### src/rtl/assert_macros.svh
// ---------------------------------------------------------------------------
// Assertion macros
// Shared concurrent assertion wrappers for the CSV tokenizer modules.
// ---------------------------------------------------------------------------
`ifndef ASSERT_MACROS_SVH
`define ASSERT_MACROS_SVH

// Checked on every rising edge outside reset.
`define CSVT_ASSERT(lbl, prop, msg) \
  lbl: assert property (@(posedge clk_i) disable iff (!rst_ni) (prop)) else $error(msg);

// Checked on every rising edge, reset included.
`define CSVT_ASSERT_ALWAYS(lbl, prop, msg) \
  lbl: assert property (@(posedge clk_i) (prop)) else $error(msg);

`endif

### src/rtl/csvt_pkg.sv
// ---------------------------------------------------------------------------
// CSV tokenizer package
// Word types, parser modes, result kinds and character constants.
// ---------------------------------------------------------------------------
package csvt_pkg;

  localparam logic [7:0] CH_QUOTE = 8'h22;
  localparam logic [7:0] CH_COMMA = 8'h2C;
  localparam logic [7:0] CH_CR    = 8'h0D;
  localparam logic [7:0] CH_LF    = 8'h0A;

  typedef enum logic [2:0] {
    MODE_REC   = 3'd0,
    MODE_FLD   = 3'd1,
    MODE_UNQ   = 3'd2,
    MODE_QUO   = 3'd3,
    MODE_QSEEN = 3'd4,
    MODE_ERR   = 3'd5
  } mode_e;

  typedef enum logic [1:0] {
    KIND_DATA = 2'd0,
    KIND_FEND = 2'd1,
    KIND_REND = 2'd2,
    KIND_ERR  = 2'd3
  } kind_e;

  typedef struct packed {
    logic [7:0] byte_value;
    logic       end_of_input;
  } in_word_t;

  typedef struct packed {
    kind_e       kind;
    logic [7:0]  data_byte;
    logic [31:0] line_count;
    logic        last_result;
  } out_word_t;

  // One queue entry: the main result, optionally preceded by a held-back CR.
  typedef struct packed {
    logic        pre_cr;
    kind_e       kind;
    logic [7:0]  data_byte;
    logic [31:0] line_count;
  } entry_t;

endpackage

### src/rtl/csvt_front.sv
// ---------------------------------------------------------------------------
// CSV tokenizer front end
// Parser state machine: classifies each byte and pushes at most one entry.
// ---------------------------------------------------------------------------
`include "assert_macros.svh"

module csvt_front
  import csvt_pkg::*;
(
  input  logic     clk_i,
  input  logic     rst_ni,
  input  logic     accept_i,
  input  in_word_t word_i,
  output logic     push_o,
  output entry_t   entry_o
);

  mode_e       mode_q, mode_d;
  logic        pcr_q, pcr_d;
  logic [31:0] lines_q, lines_d;

  always_ff @(posedge clk_i or negedge rst_ni) begin
    if (!rst_ni) begin
      mode_q  <= MODE_REC;
      pcr_q   <= 1'b0;
      lines_q <= '0;
    end else begin
      mode_q  <= mode_d;
      pcr_q   <= pcr_d;
      lines_q <= lines_d;
    end
  end

  logic [7:0]  c;
  logic [31:0] cur;
  logic        emit, pre_cr, err, live;
  kind_e       kind;
  logic [7:0]  data;

  always_comb begin
    c       = word_i.byte_value;
    cur     = (&lines_q) ? lines_q : lines_q + 32'd1;
    mode_d  = mode_q;
    pcr_d   = pcr_q;
    lines_d = lines_q;
    emit    = 1'b0;
    pre_cr  = 1'b0;
    err     = 1'b0;
    live    = 1'b0;
    kind    = KIND_DATA;
    data    = 8'h00;
    if (accept_i) begin
      if (word_i.end_of_input) begin
        unique case (mode_q) inside
          MODE_QUO: begin
            emit   = 1'b1;
            kind   = KIND_ERR;
            mode_d = MODE_ERR;
            pcr_d  = 1'b0;
          end
          MODE_REC: begin
            pcr_d   = 1'b0;
            lines_d = '0;
          end
          MODE_FLD, MODE_UNQ, MODE_QSEEN: begin
            emit    = 1'b1;
            kind    = KIND_REND;
            mode_d  = MODE_REC;
            pcr_d   = 1'b0;
            lines_d = '0;
          end
          default: ;
        endcase
      end else begin
        unique case (mode_q) inside
          MODE_REC, MODE_FLD: begin
            live = 1'b1;
            if (c == CH_QUOTE) begin
              mode_d = MODE_QUO;
            end else if (c == CH_COMMA) begin
              emit   = 1'b1;
              kind   = KIND_FEND;
              mode_d = MODE_FLD;
            end else if (c == CH_LF) begin
              emit   = 1'b1;
              kind   = KIND_REND;
              mode_d = MODE_REC;
            end else if (c == CH_CR) begin
              pcr_d  = 1'b1;
              mode_d = MODE_UNQ;
            end else begin
              emit   = 1'b1;
              data   = c;
              mode_d = MODE_UNQ;
            end
          end
          MODE_UNQ: begin
            live = 1'b1;
            if (c == CH_CR) begin
              emit  = pcr_q;
              data  = pcr_q ? CH_CR : 8'h00;
              pcr_d = 1'b1;
            end else if (c == CH_LF) begin
              emit   = 1'b1;
              kind   = KIND_REND;
              pcr_d  = 1'b0;
              mode_d = MODE_REC;
            end else begin
              emit   = 1'b1;
              pre_cr = pcr_q;
              pcr_d  = 1'b0;
              if (c == CH_COMMA) begin
                kind   = KIND_FEND;
                mode_d = MODE_FLD;
              end else begin
                data = c;
              end
            end
          end
          MODE_QUO: begin
            live = 1'b1;
            if (c == CH_QUOTE) begin
              mode_d = MODE_QSEEN;
            end else begin
              emit = 1'b1;
              data = c;
            end
          end
          MODE_QSEEN: begin
            live = 1'b1;
            if (pcr_q) begin
              if (c == CH_LF) begin
                emit   = 1'b1;
                kind   = KIND_REND;
                pcr_d  = 1'b0;
                mode_d = MODE_REC;
              end else begin
                err = 1'b1;
              end
            end else if (c == CH_QUOTE) begin
              emit   = 1'b1;
              data   = CH_QUOTE;
              mode_d = MODE_QUO;
            end else if (c == CH_COMMA) begin
              emit   = 1'b1;
              kind   = KIND_FEND;
              mode_d = MODE_FLD;
            end else if (c == CH_LF) begin
              emit   = 1'b1;
              kind   = KIND_REND;
              mode_d = MODE_REC;
            end else if (c == CH_CR) begin
              pcr_d = 1'b1;
            end else begin
              err = 1'b1;
            end
          end
          default: ;
        endcase
        if (err) begin
          emit   = 1'b1;
          pre_cr = 1'b0;
          kind   = KIND_ERR;
          data   = 8'h00;
          mode_d = MODE_ERR;
          pcr_d  = 1'b0;
        end
        if (live && (c == CH_LF) && !(&lines_q)) begin
          lines_d = lines_q + 32'd1;
        end
      end
    end
  end

  assign push_o             = emit;
  assign entry_o.pre_cr     = pre_cr;
  assign entry_o.kind       = kind;
  assign entry_o.data_byte  = data;
  assign entry_o.line_count = cur;

  // Once a format error is seen the parser stays in the error mode.
  `CSVT_ASSERT(a_err_sticky, (mode_q == MODE_ERR) |=> (mode_q == MODE_ERR),
               "error mode left without reset")

endmodule

### src/rtl/csvt_fifo.sv
// ---------------------------------------------------------------------------
// CSV tokenizer entry queue
// Small FIFO that decouples the parser from the output serializer.
// ---------------------------------------------------------------------------
`include "assert_macros.svh"

module csvt_fifo
  import csvt_pkg::*;
#(
  parameter int unsigned Depth = 4
) (
  input  logic   clk_i,
  input  logic   rst_ni,
  input  logic   push_i,
  input  entry_t entry_i,
  input  logic   pop_i,
  output logic   full_o,
  output logic   empty_o,
  output entry_t head_o
);

  localparam int unsigned PtrW = (Depth > 1) ? $clog2(Depth) : 1;
  localparam int unsigned CntW = $clog2(Depth + 1);
  localparam logic [PtrW-1:0] LastPtr = PtrW'(Depth - 1);
  localparam logic [CntW-1:0] DepthCnt = CntW'(Depth);

  entry_t          mem_q [Depth];
  logic [PtrW-1:0] wr_q, wr_d, rd_q, rd_d;
  logic [CntW-1:0] cnt_q, cnt_d;
  logic            do_push, do_pop;

  assign full_o  = (cnt_q == DepthCnt);
  assign empty_o = (cnt_q == '0);
  assign do_push = push_i && !full_o;
  assign do_pop  = pop_i && !empty_o;
  assign head_o  = mem_q[rd_q];

  always_comb begin
    wr_d  = wr_q;
    rd_d  = rd_q;
    cnt_d = cnt_q;
    if (do_push) begin
      wr_d = (wr_q == LastPtr) ? '0 : wr_q + PtrW'(1);
    end
    if (do_pop) begin
      rd_d = (rd_q == LastPtr) ? '0 : rd_q + PtrW'(1);
    end
    if (do_push && !do_pop) begin
      cnt_d = cnt_q + CntW'(1);
    end else if (do_pop && !do_push) begin
      cnt_d = cnt_q - CntW'(1);
    end
  end

  always_ff @(posedge clk_i or negedge rst_ni) begin
    if (!rst_ni) begin
      wr_q  <= '0;
      rd_q  <= '0;
      cnt_q <= '0;
    end else begin
      wr_q  <= wr_d;
      rd_q  <= rd_d;
      cnt_q <= cnt_d;
    end
  end

  always_ff @(posedge clk_i) begin
    if (do_push) begin
      mem_q[wr_q] <= entry_i;
    end
  end

  `CSVT_ASSERT(a_cnt_bound, cnt_q <= DepthCnt, "queue count beyond depth")

endmodule

### src/rtl/csvt_back.sv
// ---------------------------------------------------------------------------
// CSV tokenizer back end
// Serializes queue entries into output words through an output register.
// ---------------------------------------------------------------------------
`include "assert_macros.svh"

module csvt_back
  import csvt_pkg::*;
(
  input  logic      clk_i,
  input  logic      rst_ni,
  input  logic      empty_i,
  input  entry_t    head_i,
  output logic      pop_o,
  output logic      out_valid_o,
  input  logic      out_ready_i,
  output out_word_t out_data_o
);

  logic      valid_q, valid_d;
  logic      half_q, half_d;
  out_word_t word_q, word_d;
  logic      load, first_half;

  assign load       = !valid_q || out_ready_i;
  assign first_half = head_i.pre_cr && !half_q;
  assign pop_o      = load && !empty_i && !first_half;

  always_comb begin
    valid_d = valid_q;
    half_d  = half_q;
    word_d  = word_q;
    if (load) begin
      valid_d = !empty_i;
      if (!empty_i) begin
        word_d.line_count = head_i.line_count;
        if (first_half) begin
          word_d.kind        = KIND_DATA;
          word_d.data_byte   = CH_CR;
          word_d.last_result = 1'b0;
          half_d             = 1'b1;
        end else begin
          word_d.kind        = head_i.kind;
          word_d.data_byte   = head_i.data_byte;
          word_d.last_result = 1'b1;
          half_d             = 1'b0;
        end
      end
    end
  end

  always_ff @(posedge clk_i or negedge rst_ni) begin
    if (!rst_ni) begin
      valid_q <= 1'b0;
      half_q  <= 1'b0;
    end else begin
      valid_q <= valid_d;
      half_q  <= half_d;
    end
  end

  always_ff @(posedge clk_i) begin
    word_q <= word_d;
  end

  assign out_valid_o = valid_q;
  assign out_data_o  = word_q;

  // A word that is not the last of its byte is always the held-back CR.
  `CSVT_ASSERT(a_first_is_cr,
               (valid_q && !word_q.last_result) |->
               (word_q.kind == KIND_DATA && word_q.data_byte == CH_CR),
               "non-final word is not a CR data byte")
  // The second word of a pair follows without a gap.
  `CSVT_ASSERT(a_pair_follows, (valid_q && !word_q.last_result) |=> valid_q,
               "second word of a pair missing")

endmodule

### src/rtl/csv_field_tokenizer.sv
// ---------------------------------------------------------------------------
// CSV field tokenizer
// Path: a byte's result word goes through the entry queue, then the output register.
// Throughput: one byte per cycle while the queue is not full; a byte that releases
// a held CR gives two words, which leave in order, the held CR first.
// Reset (rst_ni low, asynchronous): record start, no held CR, line count 0,
// queue and output register empty.
// ---------------------------------------------------------------------------

module csv_field_tokenizer
  import csvt_pkg::*;
#(
  parameter int unsigned FIFO_DEPTH = 4
) (
  input  logic      clk_i,
  input  logic      rst_ni,
  input  logic      in_valid_i,
  output logic      in_ready_o,
  input  in_word_t  in_data_i,
  output logic      out_valid_o,
  input  logic      out_ready_i,
  output out_word_t out_data_o
);

  // The front end is the parser. It decides, in the cycle a byte is
  // accepted, everything the byte causes and packs it into one queue
  // entry: the main result, flagged when a held-back CR must go out first.
  // Bytes that cause nothing push nothing.
  //
  // The queue lets the parser keep taking bytes while the consumer stalls.
  // Input is refused only when the queue is full, so bytes are taken one
  // per cycle until the backlog reaches the queue depth.
  //
  // The back end turns each entry into one or two output words and holds
  // them in the output register until they are taken.

  logic   accept;
  logic   push, pop, full, empty;
  entry_t entry, head;

  assign in_ready_o = !full;
  assign accept     = in_valid_i && in_ready_o;

  csvt_front u_front (
    .clk_i    (clk_i),
    .rst_ni   (rst_ni),
    .accept_i (accept),
    .word_i   (in_data_i),
    .push_o   (push),
    .entry_o  (entry)
  );

  csvt_fifo #(
    .Depth (FIFO_DEPTH)
  ) u_fifo (
    .clk_i   (clk_i),
    .rst_ni  (rst_ni),
    .push_i  (push),
    .entry_i (entry),
    .pop_i   (pop),
    .full_o  (full),
    .empty_o (empty),
    .head_o  (head)
  );

  csvt_back u_back (
    .clk_i       (clk_i),
    .rst_ni      (rst_ni),
    .empty_i     (empty),
    .head_i      (head),
    .pop_o       (pop),
    .out_valid_o (out_valid_o),
    .out_ready_i (out_ready_i),
    .out_data_o  (out_data_o)
  );

endmodule
### config.mk
export PLATFORM = sky130hd
export DESIGN_NAME = csv_field_tokenizer
export DESIGN_NICKNAME = d
export VERILOG_FILES = /design/src/rtl/csvt_pkg.sv /design/src/rtl/csvt_front.sv /design/src/rtl/csvt_fifo.sv /design/src/rtl/csvt_back.sv /design/src/rtl/csv_field_tokenizer.sv
export VERILOG_INCLUDE_DIRS = /design/src /design/src/rtl
export SDC_FILE = /design/constraint.sdc
export NUM_CORES = 1
export LEC_CHECK = 0
export ABC_AREA = 1
export BUFFER_PORTS_ARGS = -buffer_cell sky130_fd_sc_hd__buf_2
export CAP_MARGIN = 25
export CORE_ASPECT_RATIO = 1.1
export CORE_MARGIN = 8
export CORE_UTILIZATION = 58
export DETAILED_ROUTE_END_ITERATION = 10
export PLACE_DENSITY = 0.76
export REMOVE_ABC_BUFFERS = 1
export SLEW_MARGIN = 20
export SYNTH_ARGS = -nofsm -noshare
export SYNTH_HDL_FRONTEND = slang
export SYNTH_SLANG_ARGS = --single-unit
export TNS_END_PERCENT = 30
### constraint.sdc
create_clock -name clk_i -period 5.75 [get_ports clk_i]
set_input_delay 0.8625 -clock clk_i [delete_from_list [all_inputs] [get_ports clk_i]]
set_output_delay 0.8625 -clock clk_i [all_outputs]
set_load 0.02 [all_outputs]
After elaboration in Yosys (flattened, before gate mapping)
Memories as Yosys holds them, arrays and structs flattened. Cells that the tools add are included.

Flip-flop bits (word level): 88. RAM bits: 172. Input bits: 13. Output and inout bits: 45. Logic and storage cells: 174. Memories: 1.

Memory list: u_fifo.mem_q (depth 4, bits a word 43, read ports 1, clocked after Yosys merged registers in 0, wr ports 1, RTL line csvt_fifo.sv:27) `entry_t mem_q [Depth];`.

Add/sub/neg operators: 5. Equality and inequality tests: 21. Muxes and demuxes: 99. Bitwise operators: 1. Reductions and logical operators: 35.

Operators with widths (count): 32-bit 2-to-1 mux (4); 8-bit 2-to-1 mux (12); 1-bit 2-to-1 mux (48); 3-bit 2-to-1 mux (14); 32-bit by 1-bit adder with 32-bit output (second input constant) (1); 8-bit case mux with 4 select lines (1); 32-bit AND reduction (1); 2-bit 2-to-1 mux (12); 8-bit by 4-bit == test with 1-bit output (second input constant) (2); 8-bit by 6-bit == test with 1-bit output (second input constant) (2); 4-bit inequality test (second input constant) (3); 3-bit case mux with 4 select lines (1); 1-bit logical AND (10); 1-bit logical NOT (8); 4-bit by 3-bit inequality test with 1-bit output (second input constant) (2); 4-bit OR reduction (2); 7-bit AND reduction (1); 3-bit by 2-bit == test with 1-bit output (second input constant) (2); 3-bit == test (second input constant) (2); 3-bit logical NOT (2); 6-bit 2-to-1 mux (1); 2-bit case mux with 3 select lines (1); 3-bit case mux with 2 select lines (1); 6-bit AND reduction (1); other kinds (23) (27).

Depth between registers and ports, before layout
Depth in word-level cells: 17. Mapped depth: 17. Depth with buffers taken out: 17.

Hierarchy
A second synthesis with hierarchy kept.

Cells, all modules: 1199. Area total of the unflattened synthesis: 11984.0 µm².

Modules (own cells, without submodules): csvt_fifo (times used 1, cells each 562, area each 7225.7 µm², sequential area each 5340.1 µm²); csvt_front (times used 1, cells each 558, area each 3263.1 µm², sequential area each 900.9 µm²); csvt_back (times used 1, cells each 76, area each 1481.4 µm², sequential area each 1341.3 µm²); csv_field_tokenizer (times used 1, cells each 3, area each 13.8 µm², sequential area each 0.0 µm²).

Least setup slack after synthesis
OpenSTA, ideal clock, no wires.

Path kind: in2reg. From: in out_ready_i. To: reg u_fifo.cnt_q[1]. Setup time: 0.123 ns. Arrival time: 4.356 ns. Data required time: 5.627 ns. Slack: 1.270 ns. Stages: 8. Buffers on the path: 0. Cell sequence: nor2_1 > a31oi_1 > nand2_1 > ha_1 > inv_1 > fa_1 > nor2_1 > a21oi_1.

Word-level cells in the longest chain between the ends: 7. Elaborated cells on any way between the ends: 9. Classes of those cells: 1 x mux; 8 x reduce/logical.

Ends and longest elaborated chain: start, declared (RTL line csv_field_tokenizer.sv:21) `input logic out_ready_i,`; 1-bit logical OR (RTL line csvt_back.sv:25) `assign load = !valid_q || out_ready_i;`; 1-bit logical AND (2 in series) (RTL line csvt_back.sv:27) `assign pop_o = load && !empty_i && !first_half;`; 1-bit logical AND (RTL line csvt_fifo.sv:35) `assign do_pop = pop_i && !empty_o;`; 1-bit logical NOT (RTL line csvt_fifo.sv:48) `if (do_push && !do_pop) begin`; 1-bit logical AND (RTL line csvt_fifo.sv:48); 3-bit 2-to-1 mux (RTL line csvt_fifo.sv:48); net u_fifo.cnt_d[1] (RTL line csvt_fifo.sv:29) `logic [CntW-1:0] cnt_q, cnt_d;`; end signal, assigned (RTL line csvt_fifo.sv:63) `cnt_q <= cnt_d;`; end, declared (RTL line csvt_fifo.sv:29).

The timed path passes the listed nets, and every way through them passes these cells. A chain may end at the register's enable or synchronous reset.

Final worst setup path
From: reg u_fifo.rd_q[0]. To: reg u_fifo.cnt_q[2].

Word-level cells in the longest chain between the ends: 8. Elaborated cells on any way between the ends: 10. Classes of those cells: 1 x mux; 8 x reduce/logical; 1 x memory.

Ends and longest elaborated chain: start, declared (RTL line csvt_fifo.sv:28) `logic [PtrW-1:0] wr_q, wr_d, rd_q, rd_d;`; start signal, assigned (RTL line csvt_fifo.sv:62) `rd_q <= rd_d;`; memory 4 x 43 bit (*); 1-bit logical AND (*) (RTL line csvt_back.sv:26) `assign first_half = head_i.pre_cr && !half_q;`; 1-bit logical NOT (*) (RTL line csvt_back.sv:27); 1-bit logical AND (*) (RTL line csvt_back.sv:27); 1-bit logical AND (*) (RTL line csvt_fifo.sv:35); 1-bit logical NOT (RTL line csvt_fifo.sv:48); 1-bit logical AND (RTL line csvt_fifo.sv:48); 3-bit 2-to-1 mux or 2-bit nonzero test (tied branches).

Mark *: on every way between the ends. The rest lies on a longest branch, timed or not.

==> reports/metrics.cfg <==
[setup_path]
cp.arrival_ns=3.60
startpoint_type=flop
crit_start=u_fifo.rd_q[0]$_DFFE_PN0P_
crit_buf_inv=2
cpPeakStageDelay_ns=0.61
worstSetupEndpointType=flop
worstPathCellList=buf_4 > o21ai_0 > o22ai_1 > nand2_1 > nand2_1 > ha_1 > inv_1 > fa_1 > a21oi_1 > o21ai_0 > xor2_1
reg2reg_to=u_fifo.cnt_q[2]$_DFFE_PN0P_
slowest_stage=buf_4
path_depth=11
path_max_fanout=88
cp_top_family=compound AO/OA/AOI/OAI gates
r2r-start=u_fifo.rd_q[0]$_DFFE_PN0P_
r2r_slack_ns=2.54
reg2reg_depth=11
path_class=flop to flop
cp.required_ns=6.14

[sta]
holdWs_ns=0.3353
fmax_mhz=311.8
period_minus_slack_ns=3.207
relSlewSlack_pct=36.31
rsz0062_at_grt=false
worstMarginPinSlew_ns=0.9531
setup_violations=0
finalCritPeriodShare_pct=55.77
tns_ns=0
hold_viol=0
finalMaxSlewViolations=0
finClkSkew_ns=0.02299

[synth]
synth_common_cells=215 x edfxtp_1, 189 x nand2_1, 168 x nor2_1, 112 x o21ai_0, 85 x inv_1
synth.avg_cell_area_um2=10.75
syn_inst=1054
synthesis.area_um2=11330
ys_top_cells_by_area=edfxtp_1 57%, dfrtp_1 9.9%, nand2_1 6.3%, nor2_1 5.6%, o21ai_0 4.9%
synth_seq_cells=260
yosys_warnings=0
synth_edf_count=215
synth_top_area_share_pct=56.96
yosys.cell_count.top_type=edfxtp_1
ys_async_sr_fraction_pct=17.31
yosysTopAreaCell=edfxtp_1
synth.distinct_cells=37
synth_ff_type=edfxtp_1
yosysSeqAreaShare_pct=66.89

[clock_network]
clk_pin_slew_ns=0.07
insertion_delay_ns=0.52
numCtsBuffers=26
cts_resized=0
cts_htree_levels=1
cts_tree=built
clk_path_buf_depth=3
cts-root-buf=clkbuf_16
ctsHoldBuffers=0
cts.sinks=260
postCtsSetupBuffers=0

[detailed_routing]
vias=7841
dr.first_iter.drc_count=811
detail_route.first_pass.iterations=5
drt_wl_total_mm=25.07
route.detailed.drc=0
viasPerCell=5.703
ant_nets=0
wl_per_cell_um=18.24

[placement]
dp_hpwl_mm=15.94
placedCellCount=1326
io_buffers=57
place_congestion=0.9304

[die]
num_rows=53
die_width_um=149.3
die_area_um2=24280
initial_utilization_pct=59.14
design.core.area_um2=19160
die_h_um=162.6
ios=58

[run]
maxCapViolations=0

[pwr]
clockPowerShare_pct=27.2
p_int_mw=4.210
net-switching-power_mw=2.240
p_sw_share_pct=34.73
seqPwrFrac_pct=43.2
p_comb_share_pct=29.5
power_density_nw_per_um2=504.5
ir_worst_vdd_v=0.0003381
p_leak_nw=5.118

[run_status]
status=completed

[grt]
grt_overflow=0
grt_pass1_vias=7706
grt_pass1_wl_mm=40.02
antenna_found_initial=0
grt_util_all_layers_pct=20.70
grt_max_degree=89

[layout]
fin_nets=1129
antenna_cells=0
drive_above_1_share_pct=12.23
fill_cells=1444
area_growth_pct=12.80
multi_input_area_um2=3288
fin_cells=1375
regArea_um2=7584

[worst_hold_path]
min_path_type=input pin to asynchronous set/reset pin

==> layout make-up <==
cell class / count / share of cell area (%)
tap: 247 / 2.417
timing repair buffer: 67 / 2.897
clock buffer: 30 / 5.529
multi-input combinational: 666 / 25.72
inverter: 87 / 2.554
sequential: 260 / 59.31
clock inverter: 18 / 1.575
==> logic make-up after synthesis <==
family                   count (synthesis)  share of synthesized area [%]
adder cells (fa/ha/maj)                  8                         0.9493
flip-flops                             260                          66.89
buffers and inverters                  128                          4.493
AND/OR/NAND/NOR                        438                          16.05
AO/OA/AOI/OAI                          192                          9.449
XOR/XNOR                                28                          2.164
==> cell usage in the layout (no fill, tap or decap), types with 3 or more instances in the layout <==
cell	count
nand3_1	36
nand4_1	9
clkinv_1	4
buf_2	56
o21ai_1	14
nor3_1	19
o221ai_1	3
nand2_1	189
o22ai_1	42
bufinv_16	4
xnor2_1	7
nor2_1	164
xor2_1	21
nor2_4	6
inv_2	3
ha_1	7
clkbuf_16	27
a21oi_1	13
buf_4	10
inv_1	84
edfxtp_1	215
dfrtp_1	44
o21ai_0	112
clkinv_2	5
nand3_2	5
nor2_2	4
==> power by group through the flow <==
stage,Sequential [mW],Clock (mW),Combinational (mW)
final,2.79,1.76,1.91
after floorplan,3.07,0,0.965
after detailed placement,2.81,0,1.89
after global routing,2.83,1.85,2.12
after global placement,2.81,0,1.84
after CTS,2.79,1.77,1.91
==> layer usage <==
metal | vias up | routed length (um) | GRT usage (%)
met2 | 284 | 11540 | 33.12
met5 | - | 0 | 0
met3 | 33 | 1762 | 3.113
met1 | 3794 | 11280 | 29.09
met4 | 0 | 488 | 5.650
li1 | 3730 | - | -
==> sequential cells by signal (all words and copies together) (netlist names) <==
register and flops:
u_fifo.cnt_q 3, u_front.lines_q 32, u_fifo.wr_q 2, u_back.out_data_o 43
u_fifo.mem_q 172, u_back.out_valid_o 1, u_front.pcr_q 1, u_back.half_q 1
u_fifo.rd_q 2, u_front.mode_q 3
==> how the worst max path moves through the flow <==
stage and endpoint:
6_report u_fifo.cnt_q[2]$_DFFE_PN0P_, 5_1_grt u_fifo.cnt_q[2]$_DFFE_PN0P_, 4_1_cts u_front.lines_q[1]$_DFFE_PN0P_, 3_5_place_dp u_fifo.mem_q[2][22]$_DFFE_PP_, 3_3_place_gp u_fifo.mem_q[2][18]$_DFFE_PP_, 2_1_floorplan u_fifo.cnt_q[1]$_DFFE_PN0P_
==> per-stage QoR <==
stage	power (mW)	area, um^2	util [%]	setup slack [ns]
after global routing	6.799	12790	66.72	2.233
final	6.450	12790	66.72	2.543
after floorplan	4.038	11150	-	1.227
after global placement	4.644	11860	61.89	2.123
after CTS	6.471	12770	66.63	2.537
after detailed placement	4.706	11860	61.89	2.056
Power figures use the tool's default switching activity.
